## src/hw/rtl/afr_pkg.sv

```systemverilog
// Shared types, constants and helpers of the analog frame receiver.
package afr_pkg;

  localparam int unsigned NUM_CHANNELS_DEF = 8;
  localparam int unsigned FRAME_CHANNELS   = 8;

  localparam logic [15:0] TIMEOUT_RESET = 16'd100;

  localparam logic [7:0] CHAR_STX  = 8'h02;
  localparam logic [7:0] CHAR_ETX  = 8'h03;
  localparam logic [7:0] CHAR_ZERO = 8'h30;
  localparam logic [7:0] CHAR_ONE  = 8'h31;

  // Byte positions inside the frame.
  localparam logic [4:0] POS_STX       = 5'd0;
  localparam logic [4:0] POS_HDR0      = 5'd1;
  localparam logic [4:0] POS_HDR1      = 5'd2;
  localparam logic [4:0] POS_DIG_FIRST = 5'd3;
  localparam logic [4:0] POS_DIG_LAST  = 5'd26;
  localparam logic [4:0] POS_ETX       = 5'd27;
  localparam logic [4:0] SUM_LEN       = 5'd28;

  localparam logic [1:0] DIGITS_LAST = 2'd2;

  // APB register map.
  localparam int unsigned APB_ADDR_W  = 3;
  localparam logic        REG_TIMEOUT = 1'b0;

  typedef enum logic [1:0] {
    REQ_BYTE  = 2'd0,
    REQ_TICK  = 2'd1,
    REQ_START = 2'd2
  } req_e;

  typedef enum logic [2:0] {
    ST_OK      = 3'd0,
    ST_TIMEOUT = 3'd1,
    ST_CKSUM   = 3'd2,
    ST_FORMAT  = 3'd3,
    ST_BADHEX  = 3'd4
  } status_e;

  // Report handed from the parser to the emitter.
  typedef struct packed {
    logic    frame;   // 1: channel results, 0: one status result
    status_e status;
  } rpt_t;

  // Decode an uppercase hex digit: {valid, nibble}, nibble 0 when not valid.
  function automatic logic [4:0] hex_nibble(input logic [7:0] b);
    logic [4:0] r;
    r = 5'd0;
    if (b >= 8'h30 && b <= 8'h39) begin
      r = {1'b1, b[3:0]};
    end else if (b >= 8'h41 && b <= 8'h46) begin
      r = {1'b1, b[3:0] + 4'd9};
    end
    return r;
  endfunction

endpackage

```

## src/hw/rtl/afr_if.sv

```systemverilog
// Stream interfaces for request words and result words.
interface afr_in_if;
  logic       valid;
  logic       ready;
  logic [1:0] req_type;
  logic [7:0] rx_byte;

  modport source (output valid, output req_type, output rx_byte, input ready);
  modport sink   (input valid, input req_type, input rx_byte, output ready);
endinterface

interface afr_out_if;
  logic        valid;
  logic        ready;
  logic [2:0]  channel;
  logic [11:0] value;
  logic [2:0]  status;
  logic        last;

  modport source (output valid, output channel, output value, output status,
                  output last, input ready);
  modport sink   (input valid, input channel, input value, input status,
                  input last, output ready);
endinterface

```

## src/hw/rtl/afr_regs.sv

```systemverilog
// APB configuration register block holding the timeout limit.
module afr_regs
  import afr_pkg::*;
(
  input  logic                  clk_i,
  input  logic                  rst_ni,
  input  logic                  psel,
  input  logic                  penable,
  input  logic                  pwrite,
  input  logic [APB_ADDR_W-1:0] paddr,
  input  logic [31:0]           pwdata,
  output logic [31:0]           prdata,
  output logic                  pready,
  output logic [15:0]           timeout_ticks_o
);

  logic [15:0] timeout_q, timeout_d;
  logic        wr_en;

  assign pready = 1'b1;
  assign wr_en  = psel && penable && pwrite && pready;

  always_comb begin
    timeout_d = timeout_q;
    if (wr_en && paddr[2] == REG_TIMEOUT) begin
      timeout_d = pwdata[15:0];
    end
  end

  always_ff @(posedge clk_i or negedge rst_ni) begin
    if (!rst_ni) begin
      timeout_q <= TIMEOUT_RESET;
    end else begin
      timeout_q <= timeout_d;
    end
  end

  assign prdata          = (paddr[2] == REG_TIMEOUT) ? {16'd0, timeout_q} : 32'd0;
  assign timeout_ticks_o = timeout_q;

endmodule

```

## src/hw/rtl/afr_parser.sv

```systemverilog
// Input register, frame tracking state and channel digit store.
module afr_parser
  import afr_pkg::*;
#(
  parameter int unsigned NUM_CHANNELS = NUM_CHANNELS_DEF
) (
  input  logic        clk_i,
  input  logic        rst_ni,
  afr_in_if.sink      rx_i,
  input  logic [15:0] timeout_ticks_i,
  input  logic        emit_free_i,
  output logic        rpt_push_o,
  output rpt_t        rpt_o,
  output logic [11:0] chan_val_o [NUM_CHANNELS],
  output logic        chan_ok_o  [NUM_CHANNELS]
);

  localparam int unsigned IDX_W = (NUM_CHANNELS > 1) ? $clog2(NUM_CHANNELS) : 1;

  logic        in_vld_q;
  logic [1:0]  in_req_q;
  logic [7:0]  in_byte_q;

  logic        armed_q, armed_d;
  logic [4:0]  byte_cnt_q, byte_cnt_d;
  logic [7:0]  sum_q, sum_d;
  logic        fmt_ok_q, fmt_ok_d;
  logic [15:0] tick_q, tick_d, tick_inc;
  logic [1:0]  dig_q, dig_d;
  logic [2:0]  chan_q, chan_d;

  logic [11:0] chan_val_q [NUM_CHANNELS];
  logic        chan_ok_q  [NUM_CHANNELS];

  logic        rpt_hit;
  rpt_t        rpt_d;
  logic        wr_en;
  logic        wr_first;
  logic [4:0]  hex;
  logic        consume;

  assign hex      = hex_nibble(in_byte_q);
  assign tick_inc = (tick_q == 16'hFFFF) ? tick_q : tick_q + 16'd1;

  always_comb begin
    armed_d    = armed_q;
    byte_cnt_d = byte_cnt_q;
    sum_d      = sum_q;
    fmt_ok_d   = fmt_ok_q;
    tick_d     = tick_q;
    dig_d      = dig_q;
    chan_d     = chan_q;
    rpt_hit    = 1'b0;
    rpt_d      = '{frame: 1'b0, status: ST_OK};
    wr_en      = 1'b0;
    wr_first   = (dig_q == 2'd0);
    if (in_vld_q) begin
      unique case (req_e'(in_req_q))
        REQ_START: begin
          armed_d    = 1'b1;
          byte_cnt_d = 5'd0;
          sum_d      = 8'd0;
          fmt_ok_d   = 1'b1;
          tick_d     = 16'd0;
          dig_d      = 2'd0;
          chan_d     = 3'd0;
        end
        REQ_TICK: begin
          if (armed_q) begin
            tick_d = tick_inc;
            if (tick_inc >= timeout_ticks_i) begin
              armed_d      = 1'b0;
              rpt_hit      = 1'b1;
              rpt_d.status = ST_TIMEOUT;
            end
          end
        end
        REQ_BYTE: begin
          if (armed_q) begin
            if (byte_cnt_q < SUM_LEN) begin
              sum_d      = sum_q + in_byte_q;
              byte_cnt_d = byte_cnt_q + 5'd1;
              if (byte_cnt_q == POS_STX) begin
                if (in_byte_q != CHAR_STX) fmt_ok_d = 1'b0;
              end else if (byte_cnt_q == POS_HDR0) begin
                if (in_byte_q != CHAR_ZERO) fmt_ok_d = 1'b0;
              end else if (byte_cnt_q == POS_HDR1) begin
                if (in_byte_q != CHAR_ONE) fmt_ok_d = 1'b0;
              end else if (byte_cnt_q == POS_ETX) begin
                if (in_byte_q != CHAR_ETX) fmt_ok_d = 1'b0;
              end else if (byte_cnt_q >= POS_DIG_FIRST && byte_cnt_q <= POS_DIG_LAST) begin
                // Only reported channels are stored; all digits still count.
                wr_en = ({1'b0, chan_q} < 4'(NUM_CHANNELS));
                if (dig_q == DIGITS_LAST) begin
                  dig_d  = 2'd0;
                  chan_d = chan_q + 3'd1;
                end else begin
                  dig_d = dig_q + 2'd1;
                end
              end
            end else begin
              // Checksum byte closes the frame.
              armed_d    = 1'b0;
              byte_cnt_d = 5'd0;
              rpt_hit    = 1'b1;
              if (in_byte_q != sum_q) begin
                rpt_d.status = ST_CKSUM;
              end else if (!fmt_ok_q) begin
                rpt_d.status = ST_FORMAT;
              end else begin
                rpt_d.frame = 1'b1;
              end
            end
          end
        end
        default: ;
      endcase
    end
  end

  // Hold an item that reports until the emitter can take its results.
  assign consume    = in_vld_q && (!rpt_hit || emit_free_i);
  assign rx_i.ready = !in_vld_q || consume;
  assign rpt_push_o = consume && rpt_hit;
  assign rpt_o      = rpt_d;

  always_ff @(posedge clk_i or negedge rst_ni) begin
    if (!rst_ni) begin
      in_vld_q   <= 1'b0;
      armed_q    <= 1'b0;
      byte_cnt_q <= 5'd0;
      sum_q      <= 8'd0;
      fmt_ok_q   <= 1'b1;
      tick_q     <= 16'd0;
      dig_q      <= 2'd0;
      chan_q     <= 3'd0;
    end else begin
      if (rx_i.ready) begin
        in_vld_q <= rx_i.valid;
      end
      if (consume) begin
        armed_q    <= armed_d;
        byte_cnt_q <= byte_cnt_d;
        sum_q      <= sum_d;
        fmt_ok_q   <= fmt_ok_d;
        tick_q     <= tick_d;
        dig_q      <= dig_d;
        chan_q     <= chan_d;
      end
    end
  end

  always_ff @(posedge clk_i) begin
    if (rx_i.ready && rx_i.valid) begin
      in_req_q  <= rx_i.req_type;
      in_byte_q <= rx_i.rx_byte;
    end
  end

  // Digit store: the first digit of a channel restarts its value and flag.
  always_ff @(posedge clk_i) begin
    if (consume && wr_en) begin
      if (wr_first) begin
        chan_val_q[chan_q[IDX_W-1:0]] <= {8'd0, hex[3:0]};
        chan_ok_q[chan_q[IDX_W-1:0]]  <= hex[4];
      end else begin
        chan_val_q[chan_q[IDX_W-1:0]] <= {chan_val_q[chan_q[IDX_W-1:0]][7:0], hex[3:0]};
        chan_ok_q[chan_q[IDX_W-1:0]]  <= chan_ok_q[chan_q[IDX_W-1:0]] & hex[4];
      end
    end
  end

  assign chan_val_o = chan_val_q;
  assign chan_ok_o  = chan_ok_q;

endmodule

```

## src/hw/rtl/afr_emitter.sv

```systemverilog
// Result emitter: snapshot of a finished report, streamed out one word a cycle while res_o.ready is high.
module afr_emitter
  import afr_pkg::*;
#(
  parameter int unsigned NUM_CHANNELS = NUM_CHANNELS_DEF
) (
  input  logic        clk_i,
  input  logic        rst_ni,
  input  logic        rpt_push_i,
  input  rpt_t        rpt_i,
  input  logic [11:0] chan_val_i [NUM_CHANNELS],
  input  logic        chan_ok_i  [NUM_CHANNELS],
  output logic        emit_free_o,
  afr_out_if.source   res_o
);

  localparam int unsigned IDX_W = (NUM_CHANNELS > 1) ? $clog2(NUM_CHANNELS) : 1;
  localparam logic [IDX_W-1:0] IDX_LAST = IDX_W'(NUM_CHANNELS - 1);

  logic             busy_q;
  logic [IDX_W-1:0] idx_q;
  rpt_t             rpt_q;
  logic [11:0]      val_q [NUM_CHANNELS];
  logic             ok_q  [NUM_CHANNELS];

  logic             is_last;
  logic             taken;
  logic             cur_ok;

  assign is_last = !rpt_q.frame || (idx_q == IDX_LAST);
  assign taken   = busy_q && res_o.ready;
  assign cur_ok  = ok_q[idx_q];

  assign emit_free_o = !busy_q || (taken && is_last);

  assign res_o.valid   = busy_q;
  assign res_o.channel = rpt_q.frame ? 3'(idx_q) : 3'd0;
  assign res_o.value   = (rpt_q.frame && cur_ok) ? val_q[idx_q] : 12'd0;
  assign res_o.status  = rpt_q.frame ? (cur_ok ? ST_OK : ST_BADHEX) : rpt_q.status;
  assign res_o.last    = is_last;

  always_ff @(posedge clk_i or negedge rst_ni) begin
    if (!rst_ni) begin
      busy_q <= 1'b0;
      idx_q  <= '0;
    end else begin
      if (rpt_push_i) begin
        busy_q <= 1'b1;
        idx_q  <= '0;
      end else if (taken) begin
        if (is_last) begin
          busy_q <= 1'b0;
        end else begin
          idx_q <= idx_q + IDX_W'(1);
        end
      end
    end
  end

  // Snapshot the digit store so a new frame may fill it while results drain.
  always_ff @(posedge clk_i) begin
    if (rpt_push_i) begin
      rpt_q <= rpt_i;
      val_q <= chan_val_i;
      ok_q  <= chan_ok_i;
    end
  end

endmodule

```

## src/hw/rtl/analog_frame_receiver.sv

```systemverilog
// Top level of the analog frame receiver: 29-byte reply frame to channel results.
// A word is registered in the input register at acceptance and processed there; a report
//   loads the emitter, whose first result shows in the cycle after. One request word is
//   taken per cycle, but a reporting word (closing byte, timeout tick) waits in the input
//   register while an earlier report drains at one result word a cycle while res_o is ready.
// Reset (rst_ni, async, active low) disarms, sets the timeout to 100; digit store kept.
module analog_frame_receiver
  import afr_pkg::*;
#(
  parameter int unsigned NUM_CHANNELS = NUM_CHANNELS_DEF
) (
  input  logic                  clk_i,
  input  logic                  rst_ni,
  afr_in_if.sink                rx_i,
  afr_out_if.source             res_o,
  input  logic                  psel,
  input  logic                  penable,
  input  logic                  pwrite,
  input  logic [APB_ADDR_W-1:0] paddr,
  input  logic [31:0]           pwdata,
  output logic [31:0]           prdata,
  output logic                  pready
);

  logic [15:0] timeout_ticks;
  logic        emit_free;
  logic        rpt_push;
  rpt_t        rpt;
  logic [11:0] chan_val [NUM_CHANNELS];
  logic        chan_ok  [NUM_CHANNELS];

  // Configuration: timeout limit. The user must write it only while idle; the block does not enforce this.
  afr_regs u_regs (
    .clk_i           (clk_i),
    .rst_ni          (rst_ni),
    .psel            (psel),
    .penable         (penable),
    .pwrite          (pwrite),
    .paddr           (paddr),
    .pwdata          (pwdata),
    .prdata          (prdata),
    .pready          (pready),
    .timeout_ticks_o (timeout_ticks)
  );

  // Track header, digits, running checksum and tick count; raise a report
  // on timeout or on the checksum byte.
  afr_parser #(
    .NUM_CHANNELS (NUM_CHANNELS)
  ) u_parser (
    .clk_i           (clk_i),
    .rst_ni          (rst_ni),
    .rx_i            (rx_i),
    .timeout_ticks_i (timeout_ticks),
    .emit_free_i     (emit_free),
    .rpt_push_o      (rpt_push),
    .rpt_o           (rpt),
    .chan_val_o      (chan_val),
    .chan_ok_o       (chan_ok)
  );

  // Drain a report: one status word, or one word per channel.
  afr_emitter #(
    .NUM_CHANNELS (NUM_CHANNELS)
  ) u_emitter (
    .clk_i       (clk_i),
    .rst_ni      (rst_ni),
    .rpt_push_i  (rpt_push),
    .rpt_i       (rpt),
    .chan_val_i  (chan_val),
    .chan_ok_i   (chan_ok),
    .emit_free_o (emit_free),
    .res_o       (res_o)
  );

endmodule

```

## src/flat_wrapper.sv

```systemverilog
// flat-port wrapper written by rule: the top's interface ports become plain ports
module analog_frame_receiver_flat import afr_pkg::*;
#(
  parameter int unsigned NUM_CHANNELS = NUM_CHANNELS_DEF
)
  (clk_i, rst_ni, psel, penable, pwrite, paddr, pwdata, prdata, pready, rx_i_valid, rx_i_req_type, rx_i_rx_byte, rx_i_ready, res_o_valid, res_o_channel, res_o_value, res_o_status, res_o_last, res_o_ready);
  afr_in_if rx_i_i ();
  afr_out_if res_o_i ();
  input  logic clk_i;
  input  logic rst_ni;
  input  logic psel;
  input  logic penable;
  input  logic pwrite;
  input  logic [APB_ADDR_W-1:0] paddr;
  input  logic [31:0] pwdata;
  output logic [31:0] prdata;
  output logic pready;
  input wire logic [$bits(rx_i_i.valid)-1:0] rx_i_valid;
  input wire logic [$bits(rx_i_i.req_type)-1:0] rx_i_req_type;
  input wire logic [$bits(rx_i_i.rx_byte)-1:0] rx_i_rx_byte;
  output wire logic [$bits(rx_i_i.ready)-1:0] rx_i_ready;
  output wire logic [$bits(res_o_i.valid)-1:0] res_o_valid;
  output wire logic [$bits(res_o_i.channel)-1:0] res_o_channel;
  output wire logic [$bits(res_o_i.value)-1:0] res_o_value;
  output wire logic [$bits(res_o_i.status)-1:0] res_o_status;
  output wire logic [$bits(res_o_i.last)-1:0] res_o_last;
  input wire logic [$bits(res_o_i.ready)-1:0] res_o_ready;
  assign rx_i_i.valid = rx_i_valid;
  assign rx_i_i.req_type = rx_i_req_type;
  assign rx_i_i.rx_byte = rx_i_rx_byte;
  assign rx_i_ready = rx_i_i.ready;
  assign res_o_valid = res_o_i.valid;
  assign res_o_channel = res_o_i.channel;
  assign res_o_value = res_o_i.value;
  assign res_o_status = res_o_i.status;
  assign res_o_last = res_o_i.last;
  assign res_o_i.ready = res_o_ready;
  analog_frame_receiver #(.NUM_CHANNELS(NUM_CHANNELS)) u_core (.clk_i(clk_i), .rst_ni(rst_ni), .rx_i(rx_i_i), .res_o(res_o_i), .psel(psel), .penable(penable), .pwrite(pwrite), .paddr(paddr), .pwdata(pwdata), .prdata(prdata), .pready(pready));
endmodule
```

## config.mk

```make
export PLATFORM = sky130hd
export DESIGN_NAME = analog_frame_receiver_flat
export DESIGN_NICKNAME = d
export VERILOG_FILES = /design/src/hw/rtl/afr_pkg.sv /design/src/hw/rtl/afr_if.sv /design/src/hw/rtl/afr_regs.sv /design/src/hw/rtl/afr_parser.sv /design/src/hw/rtl/afr_emitter.sv /design/src/hw/rtl/analog_frame_receiver.sv /design/src/flat_wrapper.sv
export SDC_FILE = /design/constraint.sdc
export NUM_CORES = 1
export LEC_CHECK = 0
export BUFFER_PORTS_ARGS = -buffer_cell sky130_fd_sc_hd__buf_2
export CAP_MARGIN = 20
export CORE_ASPECT_RATIO = 0.5
export CORE_MARGIN = 4
export CORE_UTILIZATION = 60
export DETAILED_ROUTE_END_ITERATION = 6
export PLACE_DENSITY = 0.8
export SLEW_MARGIN = 30
export SYNTH_ARGS = -nofsm -noshare
export SYNTH_HDL_FRONTEND = slang
export SYNTH_SLANG_ARGS = --single-unit
```

## constraint.sdc

```tcl
create_clock -name clk_i -period 10.8 [get_ports clk_i]
set_clock_uncertainty 0.05 [all_clocks]
set_input_delay 2.16 -clock clk_i [delete_from_list [all_inputs] [get_ports clk_i]]
set_output_delay 2.16 -clock clk_i [all_outputs]
set_load 0.1 [all_outputs]
```

# Yosys cells after proc, flatten, opt, wreduce, memory -nomap -nowiden
# Index checks and enable logic that the tools add are counted.
[op_classes]
shift = 0
mul = 0
reduce_logical = 40
div = 0
n_addsub = 7
n_mux = 101
n_eq_ne = 28
bitwise_logic = 7
order_cmp = 11
[ops]
columns = ["op", "count"]
rows = [
  ["$bwmux W96", 2],
  ["$mux W96", 1],
  ["$bmux W12 S3", 2],
  ["$mux W12", 4],
  ["$mux W16", 3],
  ["$mux W3", 16],
  ["$mux W8", 5],
  ["$mux W1", 38],
  ["$demux W12 S3", 1],
  ["$pmux W16 S2", 1],
  ["$mux W2", 11],
  ["$mux W5", 4],
  ["$reduce_and A10 Y1", 2],
  ["$ne A2 B2 Y1 const B", 9],
  ["$add A16 B1 Y16 const B", 1],
  ["$bwmux W8", 2],
  ["$eq A16 B16 Y1 const B", 1],
  ["$ge A16 B16 Y1", 1],
  ["$ne A8 B2 Y1 const B", 2],
  ["$ne A8 B6 Y1 const B", 2],
  ["$pmux W8 S2", 1],
  ["$ne A5 B5 Y1 const B", 3],
  ["$logic_and A1 B1 Y1", 14],
  ["$pmux W3 S2", 2],
  ["45 further kinds", 66],
]
[word_totals]
in_bits = 52
mem_bits_rw = 0
latchBits = 0
mem_bits_ro = 0
n_memories = 0
ff_bits = 279
elab_cells = 241
output_inout_bits = 54

# Depth between registers and ports, before layout
# Gate-level depths: netlist of the first run.
[depth]
word_depth = 13
mapped_depth = 16
ltp_nobuf = 15

# Modules after synthesis
# Synthesis of the first run repeated with hierarchy kept, for this count alone.
[unflattened]
cells_unflattened = 973
area_unflattened_um2 = 13197.7
[modules_own_cells]
columns = ["mod", "instances", "cells_per_inst", "area_per_inst_um2"]
rows = [
  ["afr_parser", 1, 698, 7865.0],
  ["afr_emitter", 1, 205, 4429.2],
  ["afr_regs", 1, 70, 903.4],
]

# Worst setup path after synthesis of the first run
# Ideal clock, no wire load.
[synth_timing]
path_kind = "reg2reg"
startpoint = "reg u_core.u_parser.tick_q[8]"
endpoint = "reg u_core.u_emitter.ok_q[0] (netlist name), enable pin"
slack_ns = 3.513
synth_period_minus_slack_ns = 7.287
arrival_time_ns = 6.712
setup_ns = 0.525
stages_incl_launch_ff = 13
required_time_ns = 10.225
path_buffers = 1
cell_sequence = "dfrtp_1 > clkbuf_1 > nand4_1 > nor3_1 > a21oi_1 > nand2_1 > xnor2_1 > ha_1 > nand2_1 > or3_1 > or4_1 > and3_4 > a2111oi_4"
[synth_via]
elab_chain_cells = 11
elab_cells_between_ends = 12
classes_between = "add/sub (1); order compare (1); eq/ne (1); mux (5); reduce/logical (4)"
[synth_lines]
columns = ["element", "line_no", "rtl"]
rows = [
  ["start: declaration", "afr_parser.sv:28", "logic [15:0] tick_q, tick_d, tick_inc;"],
  ["start signal: assignment", "afr_parser.sv:146", "tick_q <= tick_d;"],
  ["$add A16 B1 Y16 / $eq A16 B16 Y1 (equally long branches)", "afr_parser.sv:43", "assign tick_inc = (tick_q == 16'hFFFF) ? tick_q : tick_q + 16'd1;"],
  ["$mux W16 *", "afr_parser.sv:43", ""],
  ["$ge A16 B16 Y1 *", "afr_parser.sv:71", "if (tick_inc >= timeout_ticks_i) begin"],
  ["$mux W1 *", "afr_parser.sv:71", ""],
  ["$mux W1 *", "afr_parser.sv:69", "if (armed_q) begin"],
  ["$pmux W1 S2 *", "afr_parser.sv:58", "unique case (req_e'(in_req_q))"],
  ["$mux W1 *", "afr_parser.sv:57", "if (in_vld_q) begin"],
  ["$logic_not A1 Y1", "afr_parser.sv:122", "assign consume = in_vld_q && (!rpt_hit || emit_free_i);"],
  ["$logic_or A1 B1 Y1", "afr_parser.sv:122", ""],
  ["$logic_and A1 B1 Y1", "afr_parser.sv:122", ""],
  ["$logic_and A1 B1 Y1 *", "afr_parser.sv:124", "assign rpt_push_o = consume && rpt_hit;"],
  ["net u_core.rpt_push", "analog_frame_receiver.sv:27", "logic rpt_push;"],
  ["end signal: assignment", "afr_emitter.sv:65", "ok_q <= chan_ok_i;"],
  ["end: declaration", "afr_emitter.sv:24", "logic ok_q [NUM_CHANNELS];"],
]
# The timed path passes the listed nets; every way through them passes the cells marked *.
# A chain may end at the register's enable or synchronous reset.

# Final worst setup path of the first run
[layout_timing]
startpoint = "reg u_core.u_parser.tick_q[8]"
endpoint = "out rx_i_ready"
[layout_via]
elab_chain_cells = 11
elab_cells_between_ends = 12
classes_between = "add/sub (1); order compare (1); eq/ne (1); mux (5); reduce/logical (4)"
[layout_lines]
columns = ["element", "line_no", "rtl"]
rows = [
  ["$add A16 B1 Y16 / $eq A16 B16 Y1 (equally long branches)", "afr_parser.sv:43", ""],
  ["$mux W16 *", "afr_parser.sv:43", ""],
  ["$ge A16 B16 Y1 *", "afr_parser.sv:71", ""],
  ["$mux W1 *", "afr_parser.sv:71", ""],
  ["$mux W1 *", "afr_parser.sv:69", ""],
  ["$pmux W1 S2 *", "afr_parser.sv:58", ""],
  ["$mux W1 *", "afr_parser.sv:57", ""],
  ["$logic_not A1 Y1 *", "afr_parser.sv:122", ""],
  ["$logic_or A1 B1 Y1 *", "afr_parser.sv:122", ""],
  ["$logic_and A1 B1 Y1 *", "afr_parser.sv:122", ""],
  ["$logic_or A1 B1 Y1 *", "afr_parser.sv:123", "assign rx_i.ready = !in_vld_q || consume;"],
  ["end: declaration", "flat_wrapper.sv:21", "output wire logic [$bits(rx_i_i.ready)-1:0] rx_i_ready;"],
]
# Mark *: on every way between the ends. The rest lies on a longest branch, timed or not.

==> flow_summary.ini, run 1 <==
[synthesis]
syn-cell-area_um2 = 13000
yosys_warnings = 0
synth_area_per_cell_um2 = 13.2
synth_cell_types = 74
synth_enable_flop_cells = 221
synth.ff_latch_count = 278
synthArstFlopShare_pct = 20.5
seq_area_frac_synth_pct = 62.2
post_synth_inst_count = 985
dominantRegCellSynth = sky130_fd_sc_hd__edfxtp_1

[critical_path]
crit_arrival_ns = 4.98
required_time_of_the_critical_path_ns = 8.59
critical_path.startpoint_type = flip-flop
cp_max_fo = 8
timing_worst_setup_path_type = flip-flop to output pin
worst_setup_path_end_kind = output pin

[clock_tree]
cts_tree = yes
holdBufCountCts = 0
cts_resized = 0
tritoncts.num_buffers = 24
worstSkewPairLatency_ns = 0.53
clockRootBuffer = sky130_fd_sc_hd__clkbuf_16
clock_tree.buffer_depth = 3
htreeDepth = 1
cts_sinks = 278
clkSlewWorstSetupHoldPaths_ns = 0.07
post-cts-setup-buffer-count = 0

[route]
ant_nets = 0
routed_wire_length_per_instance_um = 21.0
num_vias = 8353
initial_drc_count = 879
detail_routed_via_count_per_cell = 6.15
drt_wl_total_mm = 28.6
drc_errors = 0
firstDrtPassIters = 5

[timing]
layout_worst_path_cycle_share_pct = 66.5
fmax_mhz = 139
final.min_clock_period_ns = 7.19
setup_viol = 0
tns_setup_ns = 0
timing.final.hold_violations = 0
rsz0062_at_grt = false
tightest_slew_ns = 0.966
max-slew-margin-rel_pct = 35.4
final_max_slew_viol_count = 0

[global_route]
grt_start_max_net_pins = 97
global_route.usage.total_pct = 23.9
grt_pass1_wl_mm = 45.8
first_global_vias = 8586
number_of_antenna_violations_at_the_first_check_in_global_routing = 0
grt-ovfl-total = 0

[final_layout]
n_antenna_cell = 0
multi_input_comb_area_um2 = 4560
final-seq-area_um2 = 8070
areaGrowthSynthToFinish_pct = 11.5
layout.cells.most_common_list = 221 x sky130_fd_sc_hd__edfxtp_1, 136 x sky130_fd_sc_hd__nor2_1, 70 x sky130_fd_sc_hd__buf_2
layout-drive-gt1-share_pct = 19.1
filler_cell_count = 1371
fin_cells = 1358
finalNetCount = 1136
mostFrequentLayoutCell = sky130_fd_sc_hd__edfxtp_1

[floorplanning]
placeableCoreArea_um2 = 20900
fp.dieW_um = 216
num_rows = 37
die_h_um = 112
io_pins = 106
starting_density_pct = 62.1
dieArea_um2 = 24200

[power_and_ir_drop]
irDropWorstVdd_uv = 148
power_frac_clock_pct = 31.8
power_switching_share_pct = 31.6
combPwrFrac_pct = 24.3
cellPowerDensity_nw_per_um2 = 204
share_seq_of_total_power_pct = 43.9
cellInternalPower_mw = 2.01
switchingPower_uw = 930
static_power_due_to_leakage_nw = 5.36

[outcome]
outcome = finished, final reports clean

[placed_design]
place_inst = 1314
post-dp-hpwl_mm = 18.6
gpl.final_weighted_congestion = 0.905
port_buffers = 70

[hold_path]
min-delay-path-class = flip-flop to flip-flop

[job]
max-cap-violations = 0
[synthesized netlist by cell type, types with 7 or more instances]
cell type,n,area share (%)
sky130_fd_sc_hd__edfxtp_1,221,51
sky130_fd_sc_hd__nor2_1,139,4.0
sky130_fd_sc_hd__nand2_1,55,1.6
sky130_fd_sc_hd__dfrtp_1,53,10
sky130_fd_sc_hd__ha_1,35,3.4
sky130_fd_sc_hd__inv_1,34,0.98
sky130_fd_sc_hd__mux4_2,33,5.7
sky130_fd_sc_hd__a21oi_1,32,1.2
sky130_fd_sc_hd__clkbuf_1,31,0.90
sky130_fd_sc_hd__nand3_1,29,1.1
sky130_fd_sc_hd__mux2i_1,26,2.0
sky130_fd_sc_hd__nor3_1,24,0.93
sky130_fd_sc_hd__o21ai_0,23,0.89
sky130_fd_sc_hd__mux2_2,22,1.9
sky130_fd_sc_hd__buf_4,17,0.98
sky130_fd_sc_hd__nand2b_1,11,0.53
sky130_fd_sc_hd__nor2b_1,11,0.53
sky130_fd_sc_hd__xnor2_1,11,0.74
sky130_fd_sc_hd__a22o_1,10,0.68
sky130_fd_sc_hd__a31oi_1,9,0.43
sky130_fd_sc_hd__and2_1,9,0.43
sky130_fd_sc_hd__o21a_1,9,0.52
sky130_fd_sc_hd__o31ai_1,9,0.52
sky130_fd_sc_hd__buf_1,7,0.20
sky130_fd_sc_hd__nand4_1,7,0.34
sky130_fd_sc_hd__nor4_1,7,0.34
sky130_fd_sc_hd__xor2_1,7,0.47
[metal layers]
metal  part of all wire, %  GRT usage, %
met4                   3.0          7.89
met5                     0             0
met1                    40          31.7
met2                    50          40.8
met3                   7.9          4.01
[worst paths after layout]
path,from,endpoint,slack (ns),cells past startpoint
setup / recovery,u_core.u_parser.tick_q[8],rx_i_ready,3.61,13
hold / removal,u_core.u_parser.chan_val_o[20],u_core.u_emitter.val_q[20],0.37,0
setup reg to reg,u_core.u_parser.tick_q[8],u_core.u_emitter.val_q[92],5.18,13
hold reg to reg,u_core.u_parser.chan_val_o[20],u_core.u_emitter.val_q[20],0.37,0
max in group asynchronous,rst_ni,u_core.u_parser.chan_q[0],8.43,2
min in group asynchronous,rst_ni,u_core.u_parser.sum_q[4],1.74,2
[state kept, by name, summed over array words and instances, names as in the netlist, 2 cells and up]
| register | flops |
|---|---|
| u_core.u_parser.chan_ok_o | 8 |
| u_core.u_parser.chan_q | 3 |
| u_core.u_parser.dig_q | 2 |
| u_core.u_parser.in_req_q | 2 |
| u_core.u_parser.byte_cnt_q | 5 |
| u_core.u_emitter.idx_q | 3 |
| u_core.u_parser.tick_q | 16 |
| u_core.u_emitter.rpt_q | 3 |
| u_core.u_emitter.val_q | 96 |
| u_core.u_parser.sum_q | 8 |
| u_core.u_parser.in_byte_q | 8 |
| u_core.u_emitter.ok_q | 8 |
| u_core.u_parser.chan_val_o | 96 |
| u_core.u_regs.timeout_ticks_o | 16 |
[through the flow]
step	utilization, %	hold WS, ns	instance area [um^2]	total power [mW]	worst slack [ns]
finish	69.2	0.370	14500	2.94	3.61
floorplan	-	0.350	13000	1.85	3.51
detailed placement	65.0	0.355	13600	2.02	4.24
global placement	65.0	0.354	13600	1.99	4.27
CTS	69.2	0.370	14400	2.95	3.66
global route	69.2	0.382	14500	3.07	3.30
[final cells by class]
cell class	instances	share of cell area, %
flip-flops and latches	278	55.8
multi-input cells	625	31.6
clock buffers	25	4.18
repair buffers	85	3.23
well taps	292	2.53
clock inverters	19	1.77
inverters	34	0.883
[cell families after synthesis]
group | after synthesis | synth area share (%)
AND/OR/NAND/NOR | 327 | 11.8
flip-flops | 278 | 62.2
AO/OA/AOI/OAI | 146 | 8.02
buffers and inverters | 97 | 3.47
multiplexers | 81 | 9.65
adder cells (fa/ha/maj) | 36 | 3.53
XOR/XNOR | 18 | 1.22
other | 2 | 0.0579
[worst max-delay path, stage by stage (launching register included)]
cell and delay [ns]:
sky130_fd_sc_hd__dfrtp_1 0.47, sky130_fd_sc_hd__nand4_1 0.20, sky130_fd_sc_hd__nor3_1 0.79, sky130_fd_sc_hd__a21oi_1 0.31, sky130_fd_sc_hd__nand2_1 0.18, sky130_fd_sc_hd__xnor2_1 0.09, sky130_fd_sc_hd__ha_1 0.30, sky130_fd_sc_hd__nand2_1 0.07
sky130_fd_sc_hd__or3_1 0.37, sky130_fd_sc_hd__or4_1 0.51, sky130_fd_sc_hd__and3_4 0.21, sky130_fd_sc_hd__a21boi_0 0.45, sky130_fd_sc_hd__inv_1 0.16, sky130_fd_sc_hd__buf_2 0.33
[power by group through the flow]
stage	Sequential [mW]	Clock, mW	Combinational, mW
after floorplan	1.27	0	0.585
after global placement	1.31	0	0.689
after detailed placement	1.31	0	0.710
after CTS	1.29	0.947	0.717
after global routing	1.30	1.00	0.775
final	1.29	0.937	0.715
No activity file was read; power rests on OpenSTA's default activity.
==> run 2, diff against run 1 <==
--- a/config.mk
+++ b/config.mk
@@ -5,6 +5,7 @@
 export SDC_FILE = /design/constraint.sdc
 export NUM_CORES = 1
 export LEC_CHECK = 0
+export ABC_AREA = 1
 export BUFFER_PORTS_ARGS = -buffer_cell sky130_fd_sc_hd__buf_2
 export CAP_MARGIN = 20
 export CORE_ASPECT_RATIO = 0.5
==> constraint.sdc (replaced) <==
create_clock -name clk_i -period 6.7 [get_ports clk_i]
set_clock_uncertainty 0.05 [all_clocks]
set_input_delay 1.34 -clock clk_i [delete_from_list [all_inputs] [get_ports clk_i]]
set_output_delay 1.34 -clock clk_i [all_outputs]
set_load 0.1 [all_outputs]
==> run 2 against run 1 <==
Net effect: sequential power up 52%; synthesized cell count is 24% higher; largest power group unchanged; flip-flop and latch count unchanged; largest cell class unchanged; count of clock-buffer cells in the layout grew 4; highest routed layer unchanged; register-to-register slack got worse by 3.4 ns.
==> flow_summary.ini, run 2 <==
[outcome]
outcome = finished, final reports clean

[clock_tree]
clkSlewWorstSetupHoldPaths_ns = 0.06
clock_tree.buffer_depth = 3
cts_resized = 0
tritoncts.num_buffers = 25
post-cts-setup-buffer-count = 0
cts_tree = yes
clockRootBuffer = sky130_fd_sc_hd__clkbuf_16
cts_sinks = 278
worstSkewPairLatency_ns = 0.54
holdBufCountCts = 0
htreeDepth = 1

[critical_path]
cp_slowest_cell = sky130_fd_sc_hd__buf_2
worst-r2r-cell-count = 21
reg2reg_from = u_core.u_parser.tick_q[0]
crit_arrival_ns = 4.37
critical_path.max_stage_delay_ns = 0.53
worst_setup_path_end_kind = output pin
r2r_slack_ns = 1.74
rr_endpoint = u_core.u_emitter.val_q[11]
required_time_of_the_critical_path_ns = 5.31
cpMostUsedCell = sky130_fd_sc_hd__nand2_1
worstPathCellList = ha_1, nand2_1, nor2_1, nand4_1, nor2_1, inv_1, o21ai_0, inv_1, ha_1, nand2_1, nand2_1, nand2_1, nand2_1, nand2_1, nand2_1, nand2_1, nand3_1, nand3_2, buf_2
timing_worst_setup_path_type = flip-flop to output pin
cp_max_fo = 27
critical_path.startpoint_type = flip-flop

[hold_path]
hold_path.startpoint = u_core.u_parser.chan_val_o[81]
hold_depth = 0
hold_path_end = u_core.u_emitter.val_q[81]
min-delay-path-class = flip-flop to flip-flop

[placed_design]
place_inst = 1525
gpl.final_weighted_congestion = 0.912
post-dp-hpwl_mm = 17.6
port_buffers = 70

[synthesis]
synth.top_cells.by_count = 291 x sky130_fd_sc_hd__nand2_1, 221 x sky130_fd_sc_hd__edfxtp_1, 175 x sky130_fd_sc_hd__nor2_1
syn-cell-area_um2 = 12600
seq_area_frac_synth_pct = 63.8
synth_area_per_cell_um2 = 10.4
synth.ff_latch_count = 278
yosys_warnings = 0
post_synth_inst_count = 1218
post-synth-top-area-fraction_pct = 52.5
dominantRegCellSynth = sky130_fd_sc_hd__edfxtp_1
synth_enable_flop_cells = 221
synthMostInstantiatedCell = sky130_fd_sc_hd__nand2_1
largest_area_contributor_in_the_synthesized_netlist = sky130_fd_sc_hd__edfxtp_1
synthTopCellsByArea = sky130_fd_sc_hd__edfxtp_1 52%, sky130_fd_sc_hd__dfrtp_1 10%, sky130_fd_sc_hd__nand2_1 8.6%
synthArstFlopShare_pct = 20.5
synth_cell_types = 41

[power_and_ir_drop]
cellPowerDensity_nw_per_um2 = 277
static_power_due_to_leakage_nw = 5.70
irDropWorstVdd_uv = 238

[route]
ant_nets = 0
routed_wire_length_per_instance_um = 17.1
num_vias = 8828
firstDrtPassIters = 5
initial_drc_count = 1141
drc_errors = 0
drt_wl_total_mm = 26.9
detail_routed_via_count_per_cell = 5.62

[job]
max-cap-violations = 0

[final_layout]
mostFrequentLayoutCell = sky130_fd_sc_hd__nand2_1
fin_cells = 1572
areaGrowthSynthToFinish_pct = 10.9
layout-drive-gt1-share_pct = 10.6
layout.cells.most_common_list = 291 x sky130_fd_sc_hd__nand2_1, 221 x sky130_fd_sc_hd__edfxtp_1, 171 x sky130_fd_sc_hd__nor2_1
n_antenna_cell = 0
finalNetCount = 1368

[floorplanning]
starting_density_pct = 61.2
dieArea_um2 = 23600
num_rows = 37
fp.dieW_um = 213
io_pins = 106
die_h_um = 111
placeableCoreArea_um2 = 20600

[global_route]
first_global_vias = 8658
grt_pass1_wl_mm = 43.5
grt_start_max_net_pins = 68
grt-ovfl-total = 0
number_of_antenna_violations_at_the_first_check_in_global_routing = 0
global_route.usage.total_pct = 22.9

[timing]
fmax_mhz = 174
tns_setup_ns = 0
final_max_slew_viol_count = 0
final.min_clock_period_ns = 5.76
timing.final.hold_violations = 0
rsz0062_at_grt = false
setup_viol = 0
max-slew-margin-rel_pct = 33.6
tightest_slew_ns = 0.992
layout_worst_path_cycle_share_pct = 86.0
run 2: kinds of logic (layout without fill, tap and decap cells):
group	count (synthesis)	in the layout	synth area share [%]
flip-flops	278	278	63.8
buffers and inverters	160	226	5.40
other	2	17	0.0594
adder cells (fa/ha/maj)	36	36	3.62
XOR/XNOR	16	16	1.11
AO/OA/AOI/OAI	163	163	7.40
AND/OR/NAND/NOR	563	563	18.6
run 2: cell type report:
| type | instances | area, um^2 |
|---|---|---|
| Tap cell | 273 | 342 |
| Sequential cell | 278 | 8070 |
| Fill cell | 1454 | 6630 |
| Clock buffer | 29 | 651 |
| Clock inverter | 17 | 153 |
| Timing Repair Buffer | 85 | 479 |
| Multi-Input combinational cell | 795 | 3970 |
| Inverter | 95 | 357 |
run 2: stage by stage:
stage / utilization (%) / power [mW] / worst slack (ns) / hold slack [ns] / instance area [um^2]
floorplan: - / 2.40 / 0.791 / 0.350 / 12700
global placement: 63.9 / 2.48 / 1.61 / 0.351 / 13200
detailed placement: 63.9 / 2.50 / 1.51 / 0.355 / 13200
CTS: 67.8 / 3.90 / 0.928 / 0.366 / 14000
global route: 67.9 / 4.04 / 0.585 / 0.375 / 14000
finish: 67.9 / 3.88 / 0.941 / 0.370 / 14000
run 2: worst max-delay path by stage:
stage          cells past startpoint                  endpoint  slack (ns)                      start
2_1_floorplan                     17  u_core.u_emitter.ok_q[0]        0.79  u_core.u_parser.tick_q[0]
3_3_place_gp                      19                rx_i_ready        1.61  u_core.u_parser.tick_q[0]
3_5_place_dp                      19                rx_i_ready        1.51  u_core.u_parser.tick_q[0]
4_1_cts                           19                rx_i_ready        0.93  u_core.u_parser.tick_q[0]
5_1_grt                           19                rx_i_ready        0.59  u_core.u_parser.tick_q[1]
6_report                          19                rx_i_ready        0.94  u_core.u_parser.tick_q[0]
run 2: routing by layer:
| layer | track usage [%] | up-vias | routed length (um) |
|---|---|---|---|
| li1 | - | 4246 | - |
| met1 | 33.2 | 4153 | 11300 |
| met2 | 37.0 | 392 | 12600 |
| met3 | 3.96 | 37 | 2460 |
| met4 | 4.99 | 0 | 535 |
| met5 | 0 | - | 0 |
run 2: worst max-delay path, delay by kind of cell (launching register included):
family          cells  cell delay, ns
simple gates       13            1.64
buf+inv             3            0.93
fa+ha+maj           2            0.52
flops               1            0.41
compound gates      1            0.34
run 2: where the power goes:
group          switching [mW]  internal, mW  total (mW)
Combinational           0.389         0.127       0.515
Sequential             0.0486          1.91        1.96
Clock                   0.626         0.780        1.41
